## src/design/pse_pkg.sv

```systemverilog
`default_nettype none
package pse_pkg;

  localparam int STACK_DEPTH = 16;
  localparam int DATA_WIDTH  = 32;
  localparam int ADDR_W      = $clog2(STACK_DEPTH);
  localparam int CNT_W       = $clog2(STACK_DEPTH + 1);
  localparam int DIV_CNT_W   = $clog2(DATA_WIDTH);

  typedef logic [DATA_WIDTH-1:0] data_t;
  typedef logic [CNT_W-1:0]      count_t;
  typedef logic [ADDR_W-1:0]     addr_t;

  typedef enum logic [2:0] {
    MODE_PUSH = 3'd0,
    MODE_ADD  = 3'd1,
    MODE_SUB  = 3'd2,
    MODE_DIV  = 3'd3,
    MODE_MUL  = 3'd4
  } mode_t;

  typedef enum logic [1:0] {
    STAT_OK    = 2'd0,
    STAT_UNDER = 2'd1,
    STAT_DIVZ  = 2'd2,
    STAT_OVER  = 2'd3
  } status_t;

  typedef struct packed {
    logic  we;
    addr_t waddr;
    data_t wdata;
    addr_t raddr;
  } mem_req_t;

endpackage
`default_nettype wire

```

## src/design/pse_stack_mem.sv

```systemverilog
`default_nettype none
module pse_stack_mem (
  input  wire logic              clk,
  input  wire pse_pkg::mem_req_t req,
  output pse_pkg::data_t         rd_data
);
  import pse_pkg::*;

  data_t mem [STACK_DEPTH];

  always_ff @(posedge clk) begin
    if (req.we) begin
      mem[req.waddr] <= req.wdata;
    end
    rd_data <= mem[req.raddr];
  end

endmodule
`default_nettype wire

```

## src/design/pse_divider.sv

```systemverilog
`default_nettype none
// Restoring divider on magnitudes, one quotient bit per cycle, truncating.
module pse_divider (
  input  wire logic           clk,
  input  wire logic           rst,
  input  wire logic           start,
  input  wire pse_pkg::data_t dividend,
  input  wire pse_pkg::data_t divisor,
  output logic                done,
  output pse_pkg::data_t      quotient
);
  import pse_pkg::*;

  logic                 busy;
  logic [DIV_CNT_W-1:0] cnt;
  data_t                rem;
  data_t                quo;
  data_t                dvs;
  logic                 neg;

  logic [DATA_WIDTH:0]  shifted;
  logic [DATA_WIDTH:0]  diff;
  logic                 qbit;
  data_t                rem_next;

  always_comb begin
    shifted  = {rem, quo[DATA_WIDTH-1]};
    diff     = shifted - {1'b0, dvs};
    qbit     = ~diff[DATA_WIDTH];
    rem_next = qbit ? diff[DATA_WIDTH-1:0] : shifted[DATA_WIDTH-1:0];
  end

  assign quotient = neg ? (~quo + data_t'(1)) : quo;

  always_ff @(posedge clk) begin
    if (rst) begin
      busy <= 1'b0;
      done <= 1'b0;
      cnt  <= '0;
    end else begin
      done <= 1'b0;
      if (start) begin
        busy <= 1'b1;
        cnt  <= '0;
      end else if (busy) begin
        cnt <= cnt + DIV_CNT_W'(1);
        if (cnt == DIV_CNT_W'(DATA_WIDTH - 1)) begin
          busy <= 1'b0;
          done <= 1'b1;
        end
      end
    end
  end

  always_ff @(posedge clk) begin
    if (start) begin
      rem <= '0;
      quo <= dividend[DATA_WIDTH-1] ? (~dividend + data_t'(1)) : dividend;
      dvs <= divisor[DATA_WIDTH-1] ? (~divisor + data_t'(1)) : divisor;
      neg <= dividend[DATA_WIDTH-1] ^ divisor[DATA_WIDTH-1];
    end else if (busy) begin
      rem <= rem_next;
      quo <= {quo[DATA_WIDTH-2:0], qbit};
    end
  end

endmodule
`default_nettype wire

```

## src/design/postfix_stack_evaluator.sv

```systemverilog
`default_nettype none
// One item at a time. From accept to result load, push, ignored modes and
// error outcomes go straight to S_DONE; add, subtract and multiply pass
// through S_READ; divide passes through S_READ and S_DIV, waiting on the
// one-bit-per-cycle divider. The next item can be accepted in the cycle
// after the result is loaded, even while that result still waits.
// Reset clears the stack depth and the output valid; stack RAM keeps its data.
module postfix_stack_evaluator (
  input  wire logic                      clk,
  input  wire logic                      rst,
  input  wire logic                      in_valid,
  output logic                           in_ready,
  input  wire logic [2:0]                mode,
  input  wire logic signed [31:0]        value,
  output logic                           out_valid,
  input  wire logic                      out_ready,
  output logic signed [31:0]             top_value,
  output logic [pse_pkg::CNT_W-1:0]      depth,
  output logic [1:0]                     status
);
  import pse_pkg::*;

  typedef enum logic [3:0] {
    S_IDLE = 4'b0001,
    S_READ = 4'b0010,
    S_DIV  = 4'b0100,
    S_DONE = 4'b1000
  } state_t;

  state_t   state;
  state_t   state_next;
  count_t   count;
  count_t   count_next;
  data_t    top_reg;
  data_t    top_reg_next;
  mode_t    op;
  status_t  stat;
  status_t  stat_next;
  mem_req_t mreq;
  data_t    rd_data;
  logic     div_start;
  logic     div_done;
  data_t    div_quo;
  data_t    lhs;
  data_t    res;
  logic     out_load;
  addr_t    lhs_addr;

  pse_stack_mem u_mem (
    .clk     (clk),
    .req     (mreq),
    .rd_data (rd_data)
  );

  pse_divider u_div (
    .clk      (clk),
    .rst      (rst),
    .start    (div_start),
    .dividend (rd_data),
    .divisor  (top_reg),
    .done     (div_done),
    .quotient (div_quo)
  );

  assign in_ready = (state == S_IDLE);
  assign lhs      = rd_data;
  assign lhs_addr = addr_t'(count - count_t'(2));
  assign out_load = (state == S_DONE) && (!out_valid || out_ready);

  // top entry stays cached in top_reg, so only the left operand is read
  always_comb begin
    unique case (op)
      MODE_ADD: res = lhs + top_reg;
      MODE_SUB: res = lhs - top_reg;
      MODE_MUL: res = lhs * top_reg;
      default:  res = div_quo;
    endcase
  end

  always_comb begin
    state_next   = state;
    count_next   = count;
    top_reg_next = top_reg;
    stat_next    = stat;
    div_start    = 1'b0;
    mreq.we      = 1'b0;
    mreq.waddr   = lhs_addr;
    mreq.wdata   = res;
    mreq.raddr   = lhs_addr;
    unique case (state)
      S_IDLE: begin
        if (in_valid) begin
          state_next = S_DONE;
          stat_next  = STAT_OK;
          unique case (mode)
            MODE_PUSH: begin
              if (count < count_t'(STACK_DEPTH)) begin
                mreq.we      = 1'b1;
                mreq.waddr   = addr_t'(count);
                mreq.wdata   = value;
                top_reg_next = value;
                count_next   = count + count_t'(1);
              end else begin
                stat_next = STAT_OVER;
              end
            end
            MODE_ADD, MODE_SUB, MODE_DIV, MODE_MUL: begin
              if (count < count_t'(2)) begin
                count_next = '0;
                stat_next  = STAT_UNDER;
              end else if (mode == MODE_DIV && top_reg == '0) begin
                stat_next = STAT_DIVZ;
              end else begin
                state_next = S_READ;
              end
            end
            default: ;
          endcase
        end
      end
      S_READ: begin
        if (op == MODE_DIV) begin
          div_start  = 1'b1;
          state_next = S_DIV;
        end else begin
          mreq.we      = 1'b1;
          top_reg_next = res;
          count_next   = count - count_t'(1);
          state_next   = S_DONE;
        end
      end
      S_DIV: begin
        if (div_done) begin
          mreq.we      = 1'b1;
          top_reg_next = res;
          count_next   = count - count_t'(1);
          state_next   = S_DONE;
        end
      end
      S_DONE: begin
        if (out_load) begin
          state_next = S_IDLE;
        end
      end
      default: state_next = S_IDLE;
    endcase
  end

  always_ff @(posedge clk) begin
    if (rst) begin
      state     <= S_IDLE;
      count     <= '0;
      out_valid <= 1'b0;
    end else begin
      state <= state_next;
      count <= count_next;
      if (out_load) begin
        out_valid <= 1'b1;
      end else if (out_ready) begin
        out_valid <= 1'b0;
      end
    end
  end

  always_ff @(posedge clk) begin
    top_reg <= top_reg_next;
    stat    <= stat_next;
    if (state == S_IDLE && in_valid) begin
      op <= mode_t'(mode);
    end
    if (out_load) begin
      top_value <= (count == '0) ? '0 : top_reg;
      depth     <= count;
      status    <= stat;
    end
  end

endmodule
`default_nettype wire
```

## config.mk

```make
export PLATFORM = sky130hd
export DESIGN_NAME = postfix_stack_evaluator
export DESIGN_NICKNAME = d
export VERILOG_FILES = /design/src/design/pse_pkg.sv /design/src/design/pse_stack_mem.sv /design/src/design/pse_divider.sv /design/src/design/postfix_stack_evaluator.sv
export SDC_FILE = /design/constraint.sdc
export NUM_CORES = 2
export LEC_CHECK = 0
export BUFFER_PORTS_ARGS = -buffer_cell sky130_fd_sc_hd__buf_2
export CORE_ASPECT_RATIO = 0.6
export CORE_UTILIZATION = 63
export DETAILED_ROUTE_END_ITERATION = 16
export PLACE_DENSITY = 0.8
export SLEW_MARGIN = 5
export SYNTH_ARGS = -nofsm -noshare
export SYNTH_HDL_FRONTEND = slang
export SYNTH_SLANG_ARGS = --single-unit
export TNS_END_PERCENT = 1
```

## constraint.sdc

```tcl
create_clock -name clk -period 13.4 [get_ports clk]
set_input_delay 1.34 -clock clk [delete_from_list [all_inputs] [get_ports clk]]
set_output_delay 1.34 -clock clk [all_outputs]
set_load 0.05 [all_outputs]
```

Yosys cells after proc, flatten, opt, wreduce, memory -nomap -nowiden

Memories as Yosys holds them, arrays and structs flattened. A register that Yosys moved wholly into a read port is not among the register bits.
Index checks and enable logic that the tools add are counted.

Word-level logic and storage cells: 126
Bits in registers: 190
Input port bits: 39
Memory bits (writable): 512
Latch bits: 0
Memory bits (read-only): 0
Memories kept: 1

Memory list:

| name      | words | width | read ports | clocked after Yosys merged registers in | write ports | line               | RTL |
|---|---|---|---|---|---|---|---|
| u_mem.mem | 16    | 32    | 1          | 1                                       | 1           | pse_stack_mem.sv:9 | `data_t mem [STACK_DEPTH];` |

Bitwise logic cells: 6
Equal/unequal tests: 22
Reductions and logical operators: 18
$lt $le $gt $ge: 2
Add/sub/neg operators: 10
Multipliers: 1
Multiplexer cells: 49
Divide/modulo/power cells: 0
Shifts and indexed selects: 0

Operator list:

| kind                                                                   | count |
|---|---|
| 32-bit two-way mux                                                     | 10 |
| 32-bit one-hot mux with 3 select lines                                 | 2 |
| 37-bit two-way mux                                                     | 3 |
| 32-bit by 1-bit adder with 32-bit output (second input constant)       | 3 |
| 32-bit NOT                                                             | 3 |
| 36-bit two-way mux                                                     | 1 |
| 33-bit by 32-bit subtractor with 33-bit output                         | 1 |
| 32-bit adder                                                           | 1 |
| 32-bit zero test                                                       | 1 |
| 32-bit by 32-bit multiplier with 32-bit output                         | 1 |
| 32-bit subtractor                                                      | 1 |
| 31-bit two-way mux                                                     | 1 |
| 4-bit two-way mux                                                      | 7 |
| 5-bit two-way mux                                                      | 5 |
| 4-bit one-hot mux with 4 select lines                                  | 1 |
| 5-bit one-hot mux with 3 select lines                                  | 1 |
| 3-bit by 2-bit equality test with 1-bit output (second input constant) | 4 |
| 1-bit two-way mux                                                      | 12 |
| 5-bit by 1-bit adder with 5-bit output (second input constant)         | 2 |
| 5-bit one-hot mux with 2 select lines                                  | 1 |
| 7-bit AND reduction                                                    | 1 |
| 3-bit by 1-bit equality test with 1-bit output (second input constant) | 2 |
| 3-bit equality test (second input constant)                            | 2 |
| 2-bit two-way mux                                                      | 3 |
| other kinds (30)                                                       | 39 |

Logic depth before layout (Yosys ltp)

Depth in word-level cells: 10
Mapped depth: 28
Depth with buffers taken out: 26

Modules after synthesis

A second synthesis with hierarchy kept.

Cell total of the unflattened synthesis: 4313
Area total of the unflattened synthesis: 50484.7 um2

Modules (own cells, without submodules):

| module                  | area an instance (um2) | cells an instance | instances |
|---|---|---|---|
| postfix_stack_evaluator | 22908.2                | 2571              | 1 |
| pse_stack_mem           | 19835.3                | 838               | 1 |
| pse_divider             | 7741.2                 | 904               | 1 |

Least setup slack after synthesis

No wires, ideal clock.

Path kind: reg2reg
Start point: register top_reg[7]
End point: memory u_mem.mem[0][31] in the netlist's numbering, data pin
Path slack: 5.887 ns
Cell stages (with the launch flop): 26
Required time: 13.115 ns
Library setup time: 0.285 ns
Data arrival time: 7.228 ns
Buffers on the path: 2
Cell sequence: edfxtp_1 clkbuf_1 clkbuf_1 and2_1 fa_1 fa_1 fa_1 inv_1 fa_1 inv_1 fa_1 inv_1 fa_1 inv_1 fa_1 fa_1 ha_1 nand3_1 a2111oi_0 o31ai_1 o311ai_0 a41oi_1 xnor2_1 nand2_1 nand4_1 mux2_2

RTL lines:

| item                   | line                           | RTL |
|---|---|---|
| from (decl)            | postfix_stack_evaluator.sv:34  | `data_t top_reg;` |
| from (signal assigned) | postfix_stack_evaluator.sv:166 | `top_reg <= top_reg_next;` |
| to (decl)              | pse_stack_mem.sv:9             |  |

==> reports/summary.md <==
The tools report the startpoint kind of the worst setup timing path as a register. The initial utilization of the core area, before any placement, comes to 63.9%. The worst hold path was traced through 0 stages.

The tools report the total standard cell area after synthesis as 49700 um2. The post-CTS setup buffer count is 0. In the finished design, the share of the clock period the worst path needs comes to 71.1%. For this run, the detailed router's first-pass iteration total came to 9.

Among all flip-flop cells after synthesis, the most frequent one is edfxtp_1. The final critical path time including I/O delays and setup came out at 9.53 ns. Relative to the synthesized area, the layout overhead comes to 8.02%. The run gives 734 as the number of clock sinks. Async set-or-reset flop fraction in the synthesized netlist: 0%. At the pin with the least slew margin, the transition time is 1.37 ns.

In this run the critical register-to-register path is launched from top_reg[3]. The maximum buffer depth of the clock tree was 3. Yosys attributes the largest share of cell area to edfxtp_1 39%, fa_1 17%, mux4_2 7.2%. Detailed placement finished with a half-perimeter wire length of 96.3 mm.

Data arrival time of the worst path: 9.90 ns. The classification of the worst setup path is reg2reg. In the routed design, unresolved DRC markers number 0. Synthesis produced a netlist with a net count of 4753. Setup repair after global routing left no endpoint under its margin. The flip-flop count of the largest register, all copies and words added works out to 512.

Launch point of the worst hold path: stat[0]. The number of instances in the synthesized netlist is 4106. The depth of the worst register-to-register path works out to 21. Across every metal layer, demand over resource in global routing totals 36.6%. Capture endpoint of the worst hold path: status[0]. In this run, distinct cell masters in the synthesized netlist total 77.

The height of the chip was 220 um; the number of global-route vias before repair was 33417. The fraction of the yosys area taken by sequential cells came out at 42.7%. The biggest area contributor in the post-synthesis netlist is edfxtp_1. The run gives 0.67 ns as the worst-skew pair later-pin latency.

The congestion estimate from routability-driven global placement came to 1.04. More flip-flops sit in one register than any other, and that register is u_mem.mem. The worst max-slew margin expressed relative to the limit came out at 8.66%. The run finished with clean final reports.

In this run the core area contains 79 standard-cell rows. The first-pass GRT wire length was 213 mm; the final setup violation count was 0. Once the clock tree was built, the resizer swapped 0 gates to a different size. Setup slack on the critical path of the routed design comes to 3.87 ns. Along the worst path, the maximum fanout reaches 33.

The endpoint identified for the worst register-to-register timing path is u_mem.mem[15][31]. In this run, CTS created clock tree buffers numbering 69. Across the run, the number of max-cap violations was 0. From left edge to right edge, the die measures 365 um. Before CTS, the worst setup slack after placement is 4.39 ns.

Across all layers, the routed design uses 33803 vias. For the total count of hold-check failures in the final report, the log shows 0. After clock tree synthesis, the clock-pin slew on the worst setup and hold paths is 0.07 ns. The mean routed wirelength per cell was 27.3 um; the largest net degree at the start of global routing was 71.

The clock tree root buffer cell is clkbuf_16. The kind of end point of the critical path is a register. Across the routed clock network, the largest skew measured is 0.0273 ns. In this run the count of I/O pins placed on the die edge is 80. The setup TNS after final layout is 0 ns, and the total of hold buffers inserted after clock tree synthesis is 0. Data on the critical path is required at its endpoint by 13.77 ns. Number of warning messages in the yosys log: 0. The detail route stage leaves a number of antenna-violating nets equal to 0.

Across all register-to-register paths, the minimum setup slack is 3.87 ns. Number of port buffers: 79. In the layout the commonest cells are 653 x edfxtp_1, 443 x inv_1, 419 x nand2_1, 410 x fa_1, 314 x and2_1. Synthesis inferred 734 register bits. The count of nets after finishing was 4750; the share of the synthesized area in the top cell type was 39.4%.

The logs give 80100 um2 for the area of the die and 105 MHz for the highest clock frequency the design can meet. The tools report the number of DRC markers in iteration 0 as 4897. Leaving out fill and tap cells, the most frequent cell in the layout is edfxtp_1.

The average cell area after synthesis is 12.1 um2. Cells with a size suffix above 1 make up 12.6% of the layout. For the area of the core, the log shows 77800 um2.

Counting flops with a built-in enable in the synthesized netlist gives 653. TritonCTS built the clock tree. The tools report the number of max-slew violations in the final report as 0.

The tools report the aggregate routed wire length as 142 mm. The number of antenna violations at the first check in global routing is 9. The ratio of routed vias to standard cells works out to 6.48. In this run the worst hold path is classified as reg2reg. CTS built an H-tree with a depth of 3. Summed over all layers, the global routing overflow is 0.
[per-stage QoR]
step / hold WS (ns) / cells / utilization [%] / area, um2
after CTS: 0.420 / 5211 / 69.0 / 53700
final: 0.425 / 5215 / 69.0 / 53700
after global routing: 0.432 / 5212 / 69.0 / 53700
after floorplan: 0.400 / 4106 / - / 49700
after global placement: 0.401 / 5084 / 66.0 / 51400
after detailed placement: 0.406 / 5084 / 66.0 / 51400
[critical path, cell delays in order, from the launching register on]
cell       delay [ns]
edfxtp_1         1.27
and2_1           0.28
fa_1             0.42
inv_1            0.08
fa_1             0.43
fa_1             0.49
fa_1             0.54
inv_1            0.05
fa_1             0.46
ha_1             0.30
fa_1             0.50
fa_1             0.41
ha_1             0.34
a2111oi_0        0.71
nand2_1          0.12
o31ai_1          0.95
o311ai_0         0.37
a41oi_1          0.35
xnor2_1          0.11
nand2_1          0.08
nand4_1          0.40
mux2_2           0.57
[synth_stat cells, types with 4 or more instances]
cell	instances
edfxtp_1	653
inv_1	443
nand2_1	419
fa_1	410
and2_1	314
clkbuf_1	219
ha_1	198
mux4_2	160
o21ai_0	156
xnor2_1	139
nor2_1	124
a21oi_1	120
xor2_1	113
dfxtp_1	81
nor3_1	46
nor2b_1	42
mux2_2	41
o31ai_1	34
a21o_1	30
mux2i_1	29
nand2b_1	29
o21a_1	26
nand3_1	21
or3_1	20
a31oi_1	16
buf_1	15
a211oi_1	14
or2_2	14
a22oi_1	13
and3_1	13
or4_1	13
nand3b_1	11
nand4_1	11
nor3b_1	11
nor4_1	11
o221ai_1	9
o21bai_1	8
o41ai_1	8
a221oi_1	5
o211ai_1	5
a21boi_0	4
o22ai_1	4
[cells by family (layout without fill, tap and decap cells)]
| family | Yosys count | in the layout | share of synthesized area [%] |
|---|---|---|---|
| compound gates | 490 | 490 | 6.18 |
| simple gates | 1110 | 1110 | 11.2 |
| mux | 230 | 230 | 8.76 |
| buf+inv | 680 | 733 | 5.14 |
| xor+xnor | 253 | 253 | 4.48 |
| fa+ha+maj | 609 | 609 | 21.5 |
| flops | 734 | 734 | 42.7 |
| other cells | 0 | 3 | 0 |
[how the worst max path moves through the flow]
stage	startpoint	slack, ns	to
after floorplan	top_reg[7]	5.89	u_mem.mem[0][31]
after global placement	top_reg[3]	4.74	u_mem.mem[14][31]
after detailed placement	top_reg[3]	4.39	u_mem.mem[14][31]
after CTS	top_reg[3]	4.37	u_mem.mem[14][31]
after global routing	top_reg[3]	3.66	u_mem.mem[6][31]
final	top_reg[3]	3.87	u_mem.mem[15][31]
[per-layer routing]
metal | GRT usage (%) | vias up | share of wire (%)
li1 | - | 14075 | -
met1 | 52.5 | 16829 | 39
met2 | 52.4 | 2495 | 42
met3 | 12.1 | 392 | 15
met4 | 12.5 | 12 | 4.0
met5 | 1.90 | - | 0.20
[final cells by class]
cell class,instances,area (um2)
antenna,3,7.51
clock buffer,95,1940
clock inverter,32,398
fill,5373,24100
inverter,444,1670
multi-input combinational,2692,26100
sequential,734,21200
tap,1053,1320
timing repair buffer,162,1020
Power is not shown: default switching activity piles up to over one toggle a cycle in this logic, so the estimate is an artifact.
